### config.mk
export PLATFORM = sky130hd
export DESIGN_NAME = wis_seq
export DESIGN_NICKNAME = d
export VERILOG_FILES = /design/src/design/wis_pkg.sv /design/src/design/wis_seq.sv
export VERILOG_INCLUDE_DIRS = /design/src /design/src/design
export SDC_FILE = /design/constraint.sdc
export NUM_CORES = 1
export LEC_CHECK = 0
export BUFFER_PORTS_ARGS = -buffer_cell sky130_fd_sc_hd__buf_2
export CELL_PAD_IN_SITES_DETAIL_PLACEMENT = 2
export CELL_PAD_IN_SITES_GLOBAL_PLACEMENT = 2
export CORE_AREA = 4 4 322 166
export CTS_BUF_LIST = sky130_fd_sc_hd__clkbuf_4 sky130_fd_sc_hd__clkbuf_8
export DETAILED_ROUTE_END_ITERATION = 16
export DIE_AREA = 0 0 326 170
export PLACE_DENSITY = 0.91
export SETUP_SLACK_MARGIN = 0.1
export SYNTH_ARGS = -nofsm -noshare
export SYNTH_HDL_FRONTEND = slang
export SYNTH_SLANG_ARGS = --single-unit
export TNS_END_PERCENT = 30
### constraint.sdc
create_clock -name clk -period 10.5 [get_ports clk]
set_input_delay 1.575 -clock clk [delete_from_list [all_inputs] [get_ports clk]]
set_output_delay 1.575 -clock clk [all_outputs]
set_load 0.01 [all_outputs]
### src/design/assert_macros.svh
// assertion macros used by the sampler sequencer wis_seq
// no dependencies; define ASSERT_OFF to drop every check
`ifndef ASSERT_MACROS_SVH
`define ASSERT_MACROS_SVH

`ifndef ASSERT_OFF

`define ASSERT_ALWAYS(label, clk, rst_n, cond) \
	label: assert property (@(posedge clk) disable iff (!rst_n) (cond)) \
		else $error("assertion failed");

`define ASSERT_IMPLIES(label, clk, rst_n, pre, post) \
	label: assert property (@(posedge clk) disable iff (!rst_n) (pre) |-> (post)) \
		else $error("assertion failed");

`else

`define ASSERT_ALWAYS(label, clk, rst_n, cond)

`define ASSERT_IMPLIES(label, clk, rst_n, pre, post)

`endif

`endif

### src/design/wis_pkg.sv
// types, widths and codes of the weighted index sampler
// no dependencies; used by wis_seq and weighted_index_sampler
package wis_pkg;

	localparam int MAX_ENTRIES_DEF = 1024;
	localparam int WEIGHT_BITS_DEF = 16;

	localparam int WEIGHT_W = 16;
	localparam int FRAC_W   = 16;
	localparam int TOTAL_W  = 26;
	localparam int INDEX_W  = 10;

	localparam logic [TOTAL_W-1:0] TOTAL_MAX = {TOTAL_W{1'b1}};

	localparam logic MODE_ADD    = 1'b0;
	localparam logic MODE_SAMPLE = 1'b1;

	typedef enum logic [1:0] {
		STATUS_OK    = 2'd0,
		STATUS_EMPTY = 2'd1,
		STATUS_FULL  = 2'd2
	} status_t;

	typedef struct packed {
		status_t              status;
		logic [INDEX_W-1:0]   index;
		logic [TOTAL_W-1:0]   total;
	} result_t;

endpackage

### src/design/wis_seq.sv
// sequencer: table append, target scaling and binary search over the prefix ram
// depends on wis_pkg and assert_macros.svh; drives the ports of one wis_ram
`include "assert_macros.svh"

module wis_seq import wis_pkg::*; #(
	parameter int MAX_ENTRIES = MAX_ENTRIES_DEF,
	parameter int WEIGHT_BITS = WEIGHT_BITS_DEF
) (
	input  logic                           clk,
	input  logic                           arst_n,
	input  logic                           item_valid,
	output logic                           item_stall,
	input  logic                           mode,
	input  logic [WEIGHT_W-1:0]            weight,
	input  logic [FRAC_W-1:0]              random_fraction,
	output logic                           wr_en,
	output logic [$clog2(MAX_ENTRIES)-1:0] wr_addr,
	output logic [TOTAL_W-1:0]             wr_data,
	output logic                           rd_en,
	output logic [$clog2(MAX_ENTRIES)-1:0] rd_addr,
	input  logic [TOTAL_W-1:0]             rd_data,
	output logic                           res_valid,
	output result_t                        res,
	input  logic                           res_take
);

	localparam int IDX_W = $clog2(MAX_ENTRIES);
	localparam int CNT_W = $clog2(MAX_ENTRIES + 1);
	localparam int EXT_W = IDX_W + INDEX_W;
	localparam int PROD_W = TOTAL_W + FRAC_W;
	localparam logic [CNT_W-1:0] CNT_MAX = CNT_W'(MAX_ENTRIES);
	localparam logic [WEIGHT_W-1:0] WMASK = (WEIGHT_BITS >= WEIGHT_W) ?
		{WEIGHT_W{1'b1}} : WEIGHT_W'((64'd1 << WEIGHT_BITS) - 64'd1);

	typedef enum logic [2:0] {
		ST_IDLE,
		ST_EXEC,
		ST_ADDR,
		ST_CMP,
		ST_DONE
	} state_t;

	state_t             state_q;
	logic               mode_q;
	logic [WEIGHT_W-1:0] weight_q;
	logic [FRAC_W-1:0]  frac_q;
	logic [CNT_W-1:0]   count_q;
	logic [TOTAL_W-1:0] total_q;
	logic [TOTAL_W-1:0] target_q;
	logic [IDX_W-1:0]   lo_q;
	logic [IDX_W-1:0]   hi_q;
	logic [IDX_W-1:0]   mid_q;
	result_t            res_q;

	logic [TOTAL_W:0]   sum_wide;
	logic [TOTAL_W-1:0] sum_sat;
	logic               full;
	logic [IDX_W-1:0]   mid;
	logic [PROD_W-1:0]  product;
	logic [EXT_W-1:0]   lo_ext;

	assign full     = (count_q >= CNT_MAX);
	assign sum_wide = {1'b0, total_q} + (TOTAL_W + 1)'(weight_q & WMASK);
	assign sum_sat  = sum_wide[TOTAL_W] ? TOTAL_MAX : sum_wide[TOTAL_W-1:0];
	assign mid      = lo_q + ((hi_q - lo_q) >> 1);
	assign product  = PROD_W'(total_q) * PROD_W'(frac_q);
	assign lo_ext   = EXT_W'(lo_q);

	assign item_stall = (state_q != ST_IDLE);
	assign res_valid  = (state_q == ST_DONE);
	assign res        = res_q;

	assign wr_en   = (state_q == ST_EXEC) && (mode_q == MODE_ADD) && !full;
	assign wr_addr = count_q[IDX_W-1:0];
	assign wr_data = sum_sat;
	assign rd_en   = (state_q == ST_ADDR) && (lo_q != hi_q);
	assign rd_addr = mid;

	always_ff @(posedge clk or negedge arst_n) begin
		if (!arst_n) begin
			state_q <= ST_IDLE;
			count_q <= '0;
			total_q <= '0;
		end else begin
			case (state_q)
				ST_IDLE: begin
					if (item_valid) begin
						mode_q   <= mode;
						weight_q <= weight;
						frac_q   <= random_fraction;
						state_q  <= ST_EXEC;
					end
				end
				ST_EXEC: begin
					if (mode_q == MODE_ADD) begin
						if (full) begin
							res_q <= '{status: STATUS_FULL, index: '0, total: total_q};
						end else begin
							total_q <= sum_sat;
							count_q <= count_q + 1'b1;
							res_q   <= '{status: STATUS_OK, index: '0, total: sum_sat};
						end
						state_q <= ST_DONE;
					end else if (count_q == '0) begin
						res_q   <= '{status: STATUS_EMPTY, index: '0, total: total_q};
						state_q <= ST_DONE;
					end else if (total_q == '0) begin
						res_q   <= '{status: STATUS_OK, index: '0, total: total_q};
						state_q <= ST_DONE;
					end else begin
						target_q <= product[PROD_W-1:FRAC_W];
						lo_q     <= '0;
						hi_q     <= IDX_W'(count_q - 1'b1);
						state_q  <= ST_ADDR;
					end
				end
				ST_ADDR: begin
					if (lo_q == hi_q) begin
						res_q   <= '{status: STATUS_OK, index: lo_ext[INDEX_W-1:0],
							total: total_q};
						state_q <= ST_DONE;
					end else begin
						mid_q   <= mid;
						state_q <= ST_CMP;
					end
				end
				ST_CMP: begin
					// first entry whose inclusive sum exceeds the target
					if (rd_data > target_q) begin
						hi_q <= mid_q;
					end else begin
						lo_q <= mid_q + 1'b1;
					end
					state_q <= ST_ADDR;
				end
				ST_DONE: begin
					if (res_take) begin
						state_q <= ST_IDLE;
					end
				end
				default: begin
					state_q <= ST_IDLE;
				end
			endcase
		end
	end

	`ASSERT_ALWAYS(a_count_bound, clk, arst_n, count_q <= CNT_MAX)
	`ASSERT_IMPLIES(a_window_order, clk, arst_n, state_q == ST_ADDR, lo_q <= hi_q)
	`ASSERT_IMPLIES(a_window_in_table, clk, arst_n,
		state_q == ST_ADDR || state_q == ST_CMP, CNT_W'(hi_q) < count_q)
	`ASSERT_IMPLIES(a_mid_in_window, clk, arst_n, state_q == ST_CMP,
		lo_q <= mid_q && mid_q <= hi_q)
	`ASSERT_IMPLIES(a_full_only_at_max, clk, arst_n,
		state_q == ST_DONE && res_q.status == STATUS_FULL, count_q == CNT_MAX)

endmodule

==> out/qor.yml <==
gr-total-overflow: 0
die-width_um: 326
instances_no_fill: 3096
setup.worst_path.start_class: "register"
fp-row-count: 59
cp-endpoint: "target_q[19]"
grt_util_all_layers_pct: 34.2
grt_max_degree: 46
pin_count: 151
core_um2: 51000
cap_violations: 0
cts_resized: 0
cp_data_required_time_ps: 10790
finalSetupTns_ps: 0
end_kind: "register"
clk_pin_slew_ps: 120
drv_slew: 0
cts_tree: "yes"
drc_errors: 0
worst_ep_arrival_time_ps: 8060
design.die.area_um2: 55400
setup_viol: 0
synth_area_um2: 22000
hold_violations: 0
layout_min_cycle_time_ps: 7770
synth_ff_type: "edfxtp_1"
cts_buffers: 17
grt_pass1_wl_um: 140000
rr_worst_depth: 19
ff2ff_setup_slack_ps: 2730
finalCritPeriodShare_pct: 74.0
nets: 2951
worst_slew_pin_slew_ps: 1420
cts_buffer_depth: 2
die_h_um: 170
antenna_found_initial: 8
dp_cells: 3060
rsz0062_at_grt: "no"
viasPerCell: 5.92
synth-edff-count: 127
status: "completed"
place_congestion: 0.940
yosys_warnings: 0
clock_latency_ps: 540
r2r-end: "target_q[19]"
drt_first_pass_iters: 5
cp_max_fo: 26
hp-class: "reg2reg"
ctsHoldBuffers: 0
cts_root_buffer: "clkbuf_8"
fmax_mhz: 129
start_util_pct: 43.1
async_reset_ff_share_pct: 24.0
drive_above_1_share_pct: 11.0
dp_hpwl_um: 71700
clock-skew-final_ps: 24.3
relSlewSlack_pct: 5.25
ys_seq_area_share_pct: 21.9
crit_type: "reg2reg"
grt_pass1_vias: 21500
synth_cells: 2304
syn_avg_cell_area_um2: 9.54
synth-seq-cells: 167
area_delta_synth_final_pct: 7.93
wirelength_um: 94200
drt-initial-drc-count: 1850
ys_types: 76
post-cts-setup-buffers: 0
htreeDepth: 4
synthesis.nets: 2877
vias: 18300
io_buffers: 150
numClockSinks: 167
antenna_left: 0
r2r-start: "frac_q[3]"
wire_per_inst_um: 30.4
cp-startpoint: "frac_q[3]"
-- flip-flops by register name, summed over array words and instances (netlist names) --
name / count
weight_q: 16
frac_q: 16
count_q: 11
total_q: 26
lo_q: 10
target_q: 26
state_q: 3
hi_q: 10
mode_q: 1
mid_q: 10
res: 38
-- kinds of logic (layout without fill, tap and decap cells) --
logic type / count (synthesis) / in the layout / synth area share [%]
AOI/OAI and AO/OA: 262 / 262 / 8.03
xor gates and xnor gates: 67 / 67 / 2.67
adders and majority gates: 510 / 510 / 40.5
buffers and inverters: 570 / 657 / 10.0
DFF: 167 / 167 / 21.9
muxes: 25 / 25 / 1.26
other: 0 / 4 / 0
and+or+nand+nor: 703 / 703 / 15.6
-- synthesized netlist by cell type, types with 3 or more instances --
| library cell | number | area [µm²] |
|---|---|---|
| o31a_1 | 4 | 35.0 |
| dfrtp_1 | 40 | 1000 |
| o22ai_1 | 7 | 43.8 |
| a21oi_2 | 6 | 52.6 |
| ha_1 | 174 | 2180 |
| a21boi_0 | 6 | 45.0 |
| fa_1 | 336 | 6730 |
| nor2b_1 | 10 | 62.6 |
| mux2_2 | 18 | 203 |
| o21ai_0 | 38 | 190 |
| a211oi_1 | 3 | 22.5 |
| edfxtp_1 | 127 | 3810 |
| o21bai_1 | 7 | 52.6 |
| clkbuf_1 | 110 | 413 |
| and2_1 | 193 | 1210 |
| nand3_1 | 26 | 130 |
| xor2_1 | 22 | 193 |
| xnor2_1 | 45 | 394 |
| a21o_1 | 38 | 285 |
| inv_1 | 443 | 1660 |
| buf_6 | 4 | 45.0 |
| nor3b_1 | 5 | 37.5 |
| buf_4 | 10 | 75.1 |
| o211ai_1 | 4 | 30.0 |
| a21oi_1 | 76 | 380 |
| nand2_1 | 309 | 1160 |
| mux2i_1 | 6 | 60.1 |
| and3_1 | 13 | 81.3 |
| o21ai_2 | 5 | 43.8 |
| o21a_1 | 7 | 52.6 |
| nand4_1 | 24 | 150 |
| o21ai_1 | 8 | 40.0 |
| o211a_1 | 3 | 30.0 |
| nand3b_1 | 5 | 37.5 |
| nor3_1 | 18 | 90.1 |
| a21boi_1 | 4 | 30.0 |
| nor4_1 | 12 | 75.1 |
| a31oi_1 | 16 | 100 |
| nor2_1 | 71 | 267 |
-- stage by stage --
stage               hold WS, ps  instance area [µm²]  setup slack [ps]  util [%]
CTS                         604                23700              2920      46.5
global placement            537                23300              3620      45.7
detailed placement          584                23300              2970      45.7
floorplan                   486                22000              4360         -
finish                      616                23700              2730      46.5
global route                627                23700              2610      46.5
-- worst max-delay path: stages (launching register included) --
cell      delay [ps]
edfxtp_1        1320
nand2_1          260
fa_1             550
fa_1             510
fa_1             570
inv_1             70
fa_1             530
fa_1             510
inv_1             60
fa_1             480
inv_1             60
ha_1             310
and4_1           230
o2111a_1         180
a21oi_2          370
o211ai_1         250
a21oi_1          480
nand2_1          210
o41ai_1          450
xnor2_1          120
-- cells in the final DEF, fill, tap and decap left out, types with 12 or more instances in the layout --
cell type,netlist,final
inv_1,443,443
fa_1,336,336
nand2_1,309,309
and2_1,193,192
ha_1,174,174
buf_2,1,150
edfxtp_1,127,127
a21oi_1,76,76
nor2_1,71,70
xnor2_1,45,45
dfrtp_1,40,40
o21ai_0,38,38
a21o_1,38,38
buf_4,10,32
nand3_1,26,26
nand4_1,24,24
xor2_1,22,22
mux2_2,18,18
clkbuf_8,0,17
nor3_1,18,16
a31oi_1,16,16
and3_1,13,12
nor4_1,12,12
-- final cells by class --
type	instances	area [µm²]
antenna	4	10.0
tap	701	877
multi-input combinational	1567	15000
fill	5366	27300
sequential	167	4810
clock inverter	15	156
clock buffer	17	234
inverter	443	1660
timing repair buffer	182	991
-- layer usage --
layer | GRT usage, % | up-vias | routed length, µm
met4 | 16.9 | 4 | 5130
met3 | 7.39 | 334 | 7890
met5 | 0 | - | 25
met1 | 42.5 | 9609 | 36600
li1 | - | 7369 | -
met2 | 57.3 | 998 | 44600
-- worst min-delay path by stage --
stage,start,endpoint,slack [ps],depth (start not counted)
after CTS,count_q[9],count_q[9],600,1
after global placement,count_q[10],count_q[10],540,1
final,count_q[9],count_q[9],620,1
after global routing,count_q[9],count_q[9],630,1
after floorplan,count_q[10],count_q[10],490,1
after detailed placement,count_q[9],count_q[9],580,1
Power is left out: the tool's default activity adds up to more than one toggle a clock period on the data nets, which glitch-free logic cannot reach.
